===== src/rtl/core/wavhc_pkg.sv =====
// Shared types, codes and constants for the WAV header check and downmix block.
// No dependencies; every other file refers to this package by scoped names.
`timescale 1ns / 1ps

package wavhc_pkg;

  // Result item kinds.
  typedef enum logic [1:0] {
    KIND_SAMPLE  = 2'd0,
    KIND_VERDICT = 2'd1,
    KIND_END     = 2'd2
  } kind_t;

  // Header verdict codes, in priority order after the short-header case.
  typedef enum logic [2:0] {
    ST_OK        = 3'd0,
    ST_SHORT     = 3'd1,
    ST_NOT_RIFF  = 3'd2,
    ST_NOT_PCM   = 3'd3,
    ST_NOT_16BIT = 3'd4
  } status_t;

  // Parser phases, one-hot.
  typedef enum logic [2:0] {
    PH_HEADER  = 3'b001,
    PH_STREAM  = 3'b010,
    PH_DISCARD = 3'b100
  } phase_t;

  // One result item as it travels from the parser to the output queue.
  typedef struct packed {
    kind_t        kind;
    status_t      status;
    logic [15:0]  channel_count;
    logic [31:0]  rate_hz;
    logic [15:0]  pcm_sample;
    logic         last;
  } res_t;

  // Header layout and the values the header must carry.
  localparam logic [5:0]  HDR_LAST_POS = 6'd43;
  localparam logic [15:0] FMT_PCM      = 16'd1;
  localparam logic [15:0] BITS_16      = 16'd16;
  localparam logic [15:0] CH_STEREO    = 16'd2;

  // Characters of the "RIFF" tag by position.
  function automatic logic [7:0] riff_char(input logic [1:0] idx);
    logic [7:0] c;
    case (idx)
      2'd0:    c = 8'h52;
      2'd1:    c = 8'h49;
      2'd2:    c = 8'h46;
      default: c = 8'h46;
    endcase
    return c;
  endfunction

  // Characters of the "WAVE" tag by position.
  function automatic logic [7:0] wave_char(input logic [1:0] idx);
    logic [7:0] c;
    case (idx)
      2'd0:    c = 8'h57;
      2'd1:    c = 8'h41;
      2'd2:    c = 8'h56;
      default: c = 8'h45;
    endcase
    return c;
  endfunction

endpackage


===== src/rtl/core/wavhc_parse.sv =====
// Byte parser: header capture and checks, sample assembly and stereo downmix.
// Depends on wavhc_pkg. Produces at most one result per accepted byte.
`timescale 1ns / 1ps

module wavhc_parse (
  input  logic             clk,
  input  logic             rst_n,
  input  logic             acc,
  input  logic [7:0]       data_byte,
  input  logic             end_of_file,
  output logic             res_valid,
  output wavhc_pkg::res_t  res
);

  wavhc_pkg::phase_t phase_r, phase_nxt;
  logic [5:0]  pos_r, pos_nxt;
  logic        tag_ok_r, tag_ok_nxt;
  logic [15:0] fmt_r, fmt_nxt;
  logic [15:0] chan_r, chan_nxt;
  logic [31:0] rate_r, rate_nxt;
  logic [15:0] depth_r, depth_nxt;
  logic [23:0] frame_r, frame_nxt;
  logic [1:0]  idx_r, idx_nxt;

  logic               go_idle;
  logic               done;
  logic [15:0]        sample;
  wavhc_pkg::status_t verdict;

  // Stereo downmix: each channel halved toward zero, then summed.
  logic signed [15:0] left_s, right_s;
  logic signed [16:0] left_adj, right_adj, left_half, right_half, mono;

  assign left_s    = $signed(frame_r[15:0]);
  assign right_s   = $signed({data_byte, frame_r[23:16]});
  assign left_adj  = $signed({left_s[15], left_s}) + $signed({16'd0, left_s[15]});
  assign right_adj = $signed({right_s[15], right_s}) + $signed({16'd0, right_s[15]});
  assign left_half  = left_adj >>> 1;
  assign right_half = right_adj >>> 1;
  assign mono       = left_half + right_half;

  // Verdict from the captured header fields, tag error first.
  always_comb begin
    if (!tag_ok_r) begin
      verdict = wavhc_pkg::ST_NOT_RIFF;
    end else if (fmt_r != wavhc_pkg::FMT_PCM) begin
      verdict = wavhc_pkg::ST_NOT_PCM;
    end else if (depth_r != wavhc_pkg::BITS_16) begin
      verdict = wavhc_pkg::ST_NOT_16BIT;
    end else begin
      verdict = wavhc_pkg::ST_OK;
    end
  end

  // Next state and result for one accepted byte.
  always_comb begin
    phase_nxt  = phase_r;
    pos_nxt    = pos_r;
    tag_ok_nxt = tag_ok_r;
    fmt_nxt    = fmt_r;
    chan_nxt   = chan_r;
    rate_nxt   = rate_r;
    depth_nxt  = depth_r;
    frame_nxt  = frame_r;
    idx_nxt    = idx_r;
    go_idle    = 1'b0;
    done       = 1'b0;
    sample     = 16'd0;
    res_valid  = 1'b0;
    res        = '0;

    if (acc) begin
      unique case (phase_r)
        wavhc_pkg::PH_STREAM: begin
          if (chan_r == wavhc_pkg::CH_STEREO) begin
            if (idx_r == 2'd3) begin
              sample    = mono[15:0];
              done      = 1'b1;
              idx_nxt   = 2'd0;
              frame_nxt = 24'd0;
            end else begin
              case (idx_r)
                2'd0:    frame_nxt[7:0]   = data_byte;
                2'd1:    frame_nxt[15:8]  = data_byte;
                default: frame_nxt[23:16] = data_byte;
              endcase
              idx_nxt = idx_r + 2'd1;
            end
          end else if (chan_r != 16'd0) begin
            if (idx_r != 2'd0) begin
              sample    = {data_byte, frame_r[7:0]};
              done      = 1'b1;
              idx_nxt   = 2'd0;
              frame_nxt = 24'd0;
            end else begin
              frame_nxt = {16'd0, data_byte};
              idx_nxt   = 2'd1;
            end
          end
          if (done) begin
            res_valid      = 1'b1;
            res.kind       = wavhc_pkg::KIND_SAMPLE;
            res.pcm_sample = sample;
            res.last       = end_of_file;
            go_idle        = end_of_file;
          end else if (end_of_file) begin
            res_valid = 1'b1;
            res.kind  = wavhc_pkg::KIND_END;
            res.last  = 1'b1;
            go_idle   = 1'b1;
          end
        end

        wavhc_pkg::PH_DISCARD: begin
          if (end_of_file) begin
            res_valid = 1'b1;
            res.kind  = wavhc_pkg::KIND_END;
            res.last  = 1'b1;
            go_idle   = 1'b1;
          end
        end

        default: begin
          // Tag checks and field capture by header position.
          if (pos_r < 6'd4 && data_byte != wavhc_pkg::riff_char(pos_r[1:0])) begin
            tag_ok_nxt = 1'b0;
          end
          if (pos_r >= 6'd8 && pos_r < 6'd12 &&
              data_byte != wavhc_pkg::wave_char(pos_r[1:0])) begin
            tag_ok_nxt = 1'b0;
          end
          case (pos_r)
            6'd20:   fmt_nxt[7:0]    = data_byte;
            6'd21:   fmt_nxt[15:8]   = data_byte;
            6'd22:   chan_nxt[7:0]   = data_byte;
            6'd23:   chan_nxt[15:8]  = data_byte;
            6'd24:   rate_nxt[7:0]   = data_byte;
            6'd25:   rate_nxt[15:8]  = data_byte;
            6'd26:   rate_nxt[23:16] = data_byte;
            6'd27:   rate_nxt[31:24] = data_byte;
            6'd34:   depth_nxt[7:0]  = data_byte;
            6'd35:   depth_nxt[15:8] = data_byte;
            default: ;
          endcase

          if (pos_r != wavhc_pkg::HDR_LAST_POS) begin
            pos_nxt = pos_r + 6'd1;
            if (end_of_file) begin
              res_valid  = 1'b1;
              res.kind   = wavhc_pkg::KIND_VERDICT;
              res.status = wavhc_pkg::ST_SHORT;
              res.last   = 1'b1;
              go_idle    = 1'b1;
            end
          end else begin
            res_valid         = 1'b1;
            res.kind          = wavhc_pkg::KIND_VERDICT;
            res.status        = verdict;
            res.channel_count = chan_r;
            res.rate_hz       = rate_r;
            res.last          = end_of_file;
            go_idle           = end_of_file;
            pos_nxt           = 6'd0;
            frame_nxt         = 24'd0;
            idx_nxt           = 2'd0;
            phase_nxt         = (verdict == wavhc_pkg::ST_OK) ? wavhc_pkg::PH_STREAM
                                                              : wavhc_pkg::PH_DISCARD;
          end
        end
      endcase

      // The end flag returns everything to the after-reset state.
      if (go_idle) begin
        phase_nxt  = wavhc_pkg::PH_HEADER;
        pos_nxt    = 6'd0;
        tag_ok_nxt = 1'b1;
        fmt_nxt    = 16'd0;
        chan_nxt   = 16'd0;
        rate_nxt   = 32'd0;
        depth_nxt  = 16'd0;
        frame_nxt  = 24'd0;
        idx_nxt    = 2'd0;
      end
    end
  end

  // State registers.
  always_ff @(posedge clk) begin
    if (!rst_n) begin
      phase_r  <= wavhc_pkg::PH_HEADER;
      pos_r    <= 6'd0;
      tag_ok_r <= 1'b1;
      fmt_r    <= 16'd0;
      chan_r   <= 16'd0;
      rate_r   <= 32'd0;
      depth_r  <= 16'd0;
      frame_r  <= 24'd0;
      idx_r    <= 2'd0;
    end else begin
      phase_r  <= phase_nxt;
      pos_r    <= pos_nxt;
      tag_ok_r <= tag_ok_nxt;
      fmt_r    <= fmt_nxt;
      chan_r   <= chan_nxt;
      rate_r   <= rate_nxt;
      depth_r  <= depth_nxt;
      frame_r  <= frame_nxt;
      idx_r    <= idx_nxt;
    end
  end

endmodule


===== src/rtl/core/wavhc_outq.sv =====
// Two-entry result register with skid entry, decoupling parser from the output.
// Depends on wavhc_pkg for the result item type.
`timescale 1ns / 1ps

module wavhc_outq (
  input  logic             clk,
  input  logic             rst_n,
  input  logic             push,
  input  wavhc_pkg::res_t  din,
  output logic             full,
  output logic             dout_valid,
  input  logic             dout_stall,
  output wavhc_pkg::res_t  dout
);

  wavhc_pkg::res_t head_r, head_nxt;
  wavhc_pkg::res_t skid_r, skid_nxt;
  logic [1:0]      cnt_r, cnt_nxt;
  logic            pop;

  assign full       = (cnt_r == 2'd2);
  assign dout_valid = (cnt_r != 2'd0);
  assign dout       = head_r;
  assign pop        = dout_valid && !dout_stall;

  // Head takes the skid entry or the new item; skid only fills when head stays.
  always_comb begin
    head_nxt = head_r;
    skid_nxt = skid_r;
    if (cnt_r == 2'd0) begin
      if (push) begin
        head_nxt = din;
      end
    end else if (pop) begin
      if (cnt_r == 2'd2) begin
        head_nxt = skid_r;
      end else if (push) begin
        head_nxt = din;
      end
    end else if (push && cnt_r == 2'd1) begin
      skid_nxt = din;
    end
    cnt_nxt = cnt_r + {1'b0, push} - {1'b0, pop};
  end

  // Occupancy is control state; the entries themselves need no reset.
  always_ff @(posedge clk) begin
    if (!rst_n) begin
      cnt_r <= 2'd0;
    end else begin
      cnt_r <= cnt_nxt;
    end
  end

  always_ff @(posedge clk) begin
    head_r <= head_nxt;
    skid_r <= skid_nxt;
  end

endmodule


===== src/rtl/core/wav_header_check_and_downmix.sv =====
// WAV header check and stereo-to-mono downmix, one byte per transfer.
// A result is registered in the output queue before it is presented on the out_ channel.
// Throughput: one byte per cycle when not stalled; the parser updates in one pass per transfer.
// A two-entry output register keeps input transfers going while a result waits.
// Reset (rst_n low, synchronous) returns the parser to awaiting a header and empties the output.
`timescale 1ns / 1ps

module wav_header_check_and_downmix (
  input  logic        clk,
  input  logic        rst_n,
  input  logic        in_valid,
  output logic        in_stall,
  input  logic [7:0]  in_data_byte,
  input  logic        in_end_of_file,
  output logic        out_valid,
  input  logic        out_stall,
  output logic [1:0]  out_item_kind,
  output logic [2:0]  out_status,
  output logic [15:0] out_channel_count,
  output logic [31:0] out_rate_hz,
  output logic signed [15:0] out_pcm_sample,
  output logic        out_last
);

  logic            in_xfer;
  logic            res_valid;
  logic            q_full;
  wavhc_pkg::res_t res;
  wavhc_pkg::res_t q_out;

  // A byte transfers whenever the output queue has room.
  assign in_stall = q_full;
  assign in_xfer  = in_valid && !q_full;

  wavhc_parse u_parse (
    .clk         (clk),
    .rst_n       (rst_n),
    .acc         (in_xfer),
    .data_byte   (in_data_byte),
    .end_of_file (in_end_of_file),
    .res_valid   (res_valid),
    .res         (res)
  );

  wavhc_outq u_outq (
    .clk        (clk),
    .rst_n      (rst_n),
    .push       (res_valid),
    .din        (res),
    .full       (q_full),
    .dout_valid (out_valid),
    .dout_stall (out_stall),
    .dout       (q_out)
  );

  // Result fields onto their ports.
  assign out_item_kind     = q_out.kind;
  assign out_status        = q_out.status;
  assign out_channel_count = q_out.channel_count;
  assign out_rate_hz       = q_out.rate_hz;
  assign out_pcm_sample    = $signed(q_out.pcm_sample);
  assign out_last          = q_out.last;

endmodule


===== config.mk =====
export PLATFORM = sky130hd
export DESIGN_NAME = wav_header_check_and_downmix
export DESIGN_NICKNAME = d
export VERILOG_FILES = /design/src/rtl/core/wavhc_pkg.sv /design/src/rtl/core/wavhc_parse.sv /design/src/rtl/core/wavhc_outq.sv /design/src/rtl/core/wav_header_check_and_downmix.sv
export SDC_FILE = /design/constraint.sdc
export NUM_CORES = 1
export LEC_CHECK = 0
export BUFFER_PORTS_ARGS = -buffer_cell sky130_fd_sc_hd__buf_2
export CORE_AREA = 10 10 182 184
export CTS_BUF_LIST = sky130_fd_sc_hd__clkbuf_2 sky130_fd_sc_hd__clkbuf_4 sky130_fd_sc_hd__clkbuf_8
export DETAILED_ROUTE_END_ITERATION = 12
export DIE_AREA = 0 0 192 194
export PLACE_DENSITY = 0.66
export SYNTH_ARGS = -nofsm -noshare
export SYNTH_HDL_FRONTEND = slang
export SYNTH_HIERARCHICAL = 1
export SYNTH_SLANG_ARGS = --single-unit

===== constraint.sdc =====
create_clock -name clk -period 4.5 [get_ports clk]
set_input_delay 0.675 -clock clk [delete_from_list [all_inputs] [get_ports clk]]
set_output_delay 0.675 -clock clk [all_outputs]
set_load 0.1 [all_outputs]

==> metrics.md <==
| Metric | Value |
|---|---|
| Run status | complete, no violations |
| Met2 usage | 0.258 |
| Max-cap violations | 0 |
| Maximum net fanout on the critical path | 5 |
| ANT nets after route | 0 |
| Most common cell after layout, fill and taps aside | edfxtp_1 |
| Final worst path period need | 3.94 ns |
| Global-route wire length before repair | 49.6 mm |
| Unrepaired setup endpoints after global routing | false |
| P&R area growth vs syn | 12.6% |
| Total DRC errors in the routed layout | 0 |
| Setup TNS | 0 ns |
| Placer congestion estimate | 0.873 |
| Die footprint | 37,200 um^2 |
| Placement row count | 63 |
| First-pass iteration count of the detailed router | 4 |
| Most used DFF post-synth | edfxtp_1 |
| Final Skew | 0.0218 ns |
| Endpoint kind of the worst setup timing path | register |
| Type of the worst setup path | register to register |
| Global router's overall resource usage | 0.164 |
| TritonCTS sink count | 258 |
| Highest-count cells in the layout ignoring fill and taps | edfxtp_1, mux2_4, dfxtp_1 |
| Area of the core | 29,400 um^2 |
| Highest cell delay on the worst timing path | 0.38 ns |
| Overflow after GRT | 0 |
| Half-perimeter wire length after placement | 21.4 mm |
| Routed WL | 31.4 mm |
| Clock H-tree levels | 2 |
| Met3 Usage GRT | 0.0313 |
| Worst rel slew slack | 0.206 |
| Leakage power | 6.29 nW |
| Gate count of the mapped netlist | 1,120 |
| Actual slew at the worst max-slew pin | 1.19 ns |
| Longest Clk Path Bufs | 3 |
| FFs w/ async S/R, synth | 0 |
| Sequential-to-total area share from yosys stat | 0.479 |
| Number of synthesis warnings | 6 |
| Worst EP required | 4.80 ns |
| Final nets | 1,245 |
| Total power per unit cell area | 627 nW/um^2 |
| Number of placed I/O pins | 85 |
| Data arrival time of the critical path | 4.24 ns |
| Vias post-DR | 8,707 |
| Mean instance size in the synthesized netlist | 12.2 um^2 |
| Top cells by area, synth | edfxtp_1, dfxtp_1, mux2_4 |
| Cts repair resizes | 0 |
| Die Ht | 194 um |
| Number of buffers added by the clock tree synthesis step | 43 |
| Initial antenna violation count | 4 |
| Total count of hold-check failures in the final report | 0 |
| Top delay family on crit path | simple AND/OR/NAND/NOR gates |
| Initial core utilization | 0.466 |
| Number of global-route vias before repair | 8,635 |
| Hold WC Path Type | register to register |
| Detail-routed via count per cell | 5.34 |
| Post-synthesis cell type count | 70 |
| Initial DRC Count | 609 |
| Post-CTS setup-driven buffer insertion count | 0 |
| Critical-path cell list | and2_1 -> ha_1 -> nand3_1 -> nor2_1 -> nand4_1 -> xnor2_1 -> ha_1 -> and2_1 -> a221oi_1 -> o21ai_0 -> a31oi_1 -> xnor2_1 -> a22o_1 -> mux2_4 -> mux2_4 |
| Number of fillers in the final layout | 2,553 |
| Combined area of all synthesized cells | 13,700 um^2 |
| Post-detailed-route wirelength per cell | 19.3 um |
| Largest net degree at the start of global routing | 102 |
| Number of register bits inferred by synthesis | 258 |
| Number of setup violations in the final report | 0 |
| CTS tree | built |
| Fin cells | 1,629 |
| Library cell with the largest summed area after synthesis | edfxtp_1 |
| Number of pins exceeding their max-slew limit in the final report | 0 |
| Port Buf Inserts | 84 |
| Maximum clock frequency | 254 MHz |
| Global-route track usage on met1 | 0.225 |
| Hold Buf Count CTS | 0 |
| Net count after synthesis | 1,163 |
| Category of the worst setup path launch point | register |
| Max IR drop VDD | 0.502 mV |
| Crit path max-delay cell type | nor2_1 |
| Root Driver | clkbuf_8 |
| Area share of the leading cell type in the synthesized netlist | 0.307 |
| Clk Latency, worst-skew pair | 0.55 ns |
| Die Wd | 192 um |
| Share of post-route cells with drive strength above 1 | 0.281 |
| Final period utilization | 0.876 |
| Number of placed instances, taps included | 1,547 |
| Register clock-pin slew on the reported worst setup and hold paths | 0.06 ns |
| Number of flops mapped to enable cells by yosys | 140 |
| Count of buffer and inverter cells on the critical path | 0 |
| Most Used Layer, Global Route | met2 |
[sequential cells by signal, summed over array words and instances, names as in the netlist]
name	count
u_parse/fmt_r	16
u_outq/dout	70
u_outq/cnt_r	2
u_parse/chan_r	16
u_parse/idx_r	2
u_parse/frame_r	24
u_parse/pos_r	6
u_parse/tag_ok_r	1
u_parse/rate_r	32
u_outq/skid_r	70
u_parse/depth_r	16
u_parse/phase_r	3
[worst min-delay path: cells and delay by family (launching register included)]
| family | cells | cell delay [ns] |
|---|---|---|
| simple gates | 1 | 0.05 |
| mux | 1 | 0.05 |
| flops | 1 | 0.32 |
[layout make-up]
type                    count  area [um^2]  area share
repair buffers             99          571      0.0370
multi-input cells         777         6710       0.435
flip-flops and latches    258         6570       0.426
inverters                  23         86.3     0.00560
well taps                 390          488      0.0316
clock buffers              71          871      0.0565
diodes                      2         5.00    0.000325
clock inverters             9          126     0.00819
[path summary, 6_finish.rpt]
check	start	endpoint	slack [ns]	depth (start not counted)
min	u_parse/frame_r[0]	u_parse/frame_r[0]	0.47	2
max reg2reg	u_parse/frame_r[15]	u_outq/dout[16]	0.56	15
max	u_parse/frame_r[15]	u_outq/dout[16]	0.56	15
min reg2reg	u_parse/frame_r[0]	u_parse/frame_r[0]	0.47	2
[cell families (layout without fill, tap and decap cells)]
group                    after synthesis  after routing  share of synthesized area
AO/OA/AOI/OAI                        126            126                     0.0687
XOR/XNOR                              50             50                     0.0330
adder cells (fa/ha/maj)               30             30                     0.0279
buffers and inverters                 85            202                     0.0326
flip-flops                           258            258                      0.479
multiplexers                         215            215                      0.208
other                                  0              2                          0
AND/OR/NAND/NOR                      356            356                      0.151
[synthesized netlist by cell type (all sizes together) (14+ instances only)]
library cell  count
buf              25
a22o             23
dfxtp           118
o21ai            27
nand2            54
clkbuf           37
nand4            14
a21oi            20
xor2             15
xnor2            34
and2             72
ha               29
mux2            141
mux2i            74
inv              23
nor2             47
edfxtp          140
nor2b            81
nand3            32
[per-layer routing]
layer | part of all wire | routed length [um]
met5 | 0.00045 | 14
met3 | 0.042 | 1310
met1 | 0.48 | 15200
met2 | 0.46 | 14400
met4 | 0.014 | 451
[where the power goes]
| group | internal [mW] | leakage, nW | switching (mW) |
|---|---|---|---|
| sequential | 2.98 | 2.44 | 0.236 |
| clock | 1.40 | 0.528 | 0.940 |
| combinational | 1.15 | 3.33 | 2.97 |
[through the flow]
step / setup WS (ns) / cell area (um^2) / hold WS (ns) / total power, mW / utilization
global placement: 0.390 / 14400 / 0.458 / 7.37 / 0.490
global route: 0.190 / 15400 / 0.498 / 10.0 / 0.524
CTS: 0.585 / 15400 / 0.478 / 9.77 / 0.524
floorplan: 0.529 / 13700 / 0.440 / 6.81 / -
detailed placement: 0.407 / 14400 / 0.469 / 7.42 / 0.490
finish: 0.558 / 15400 / 0.471 / 9.67 / 0.524
(Power assumes the default switching activity.)
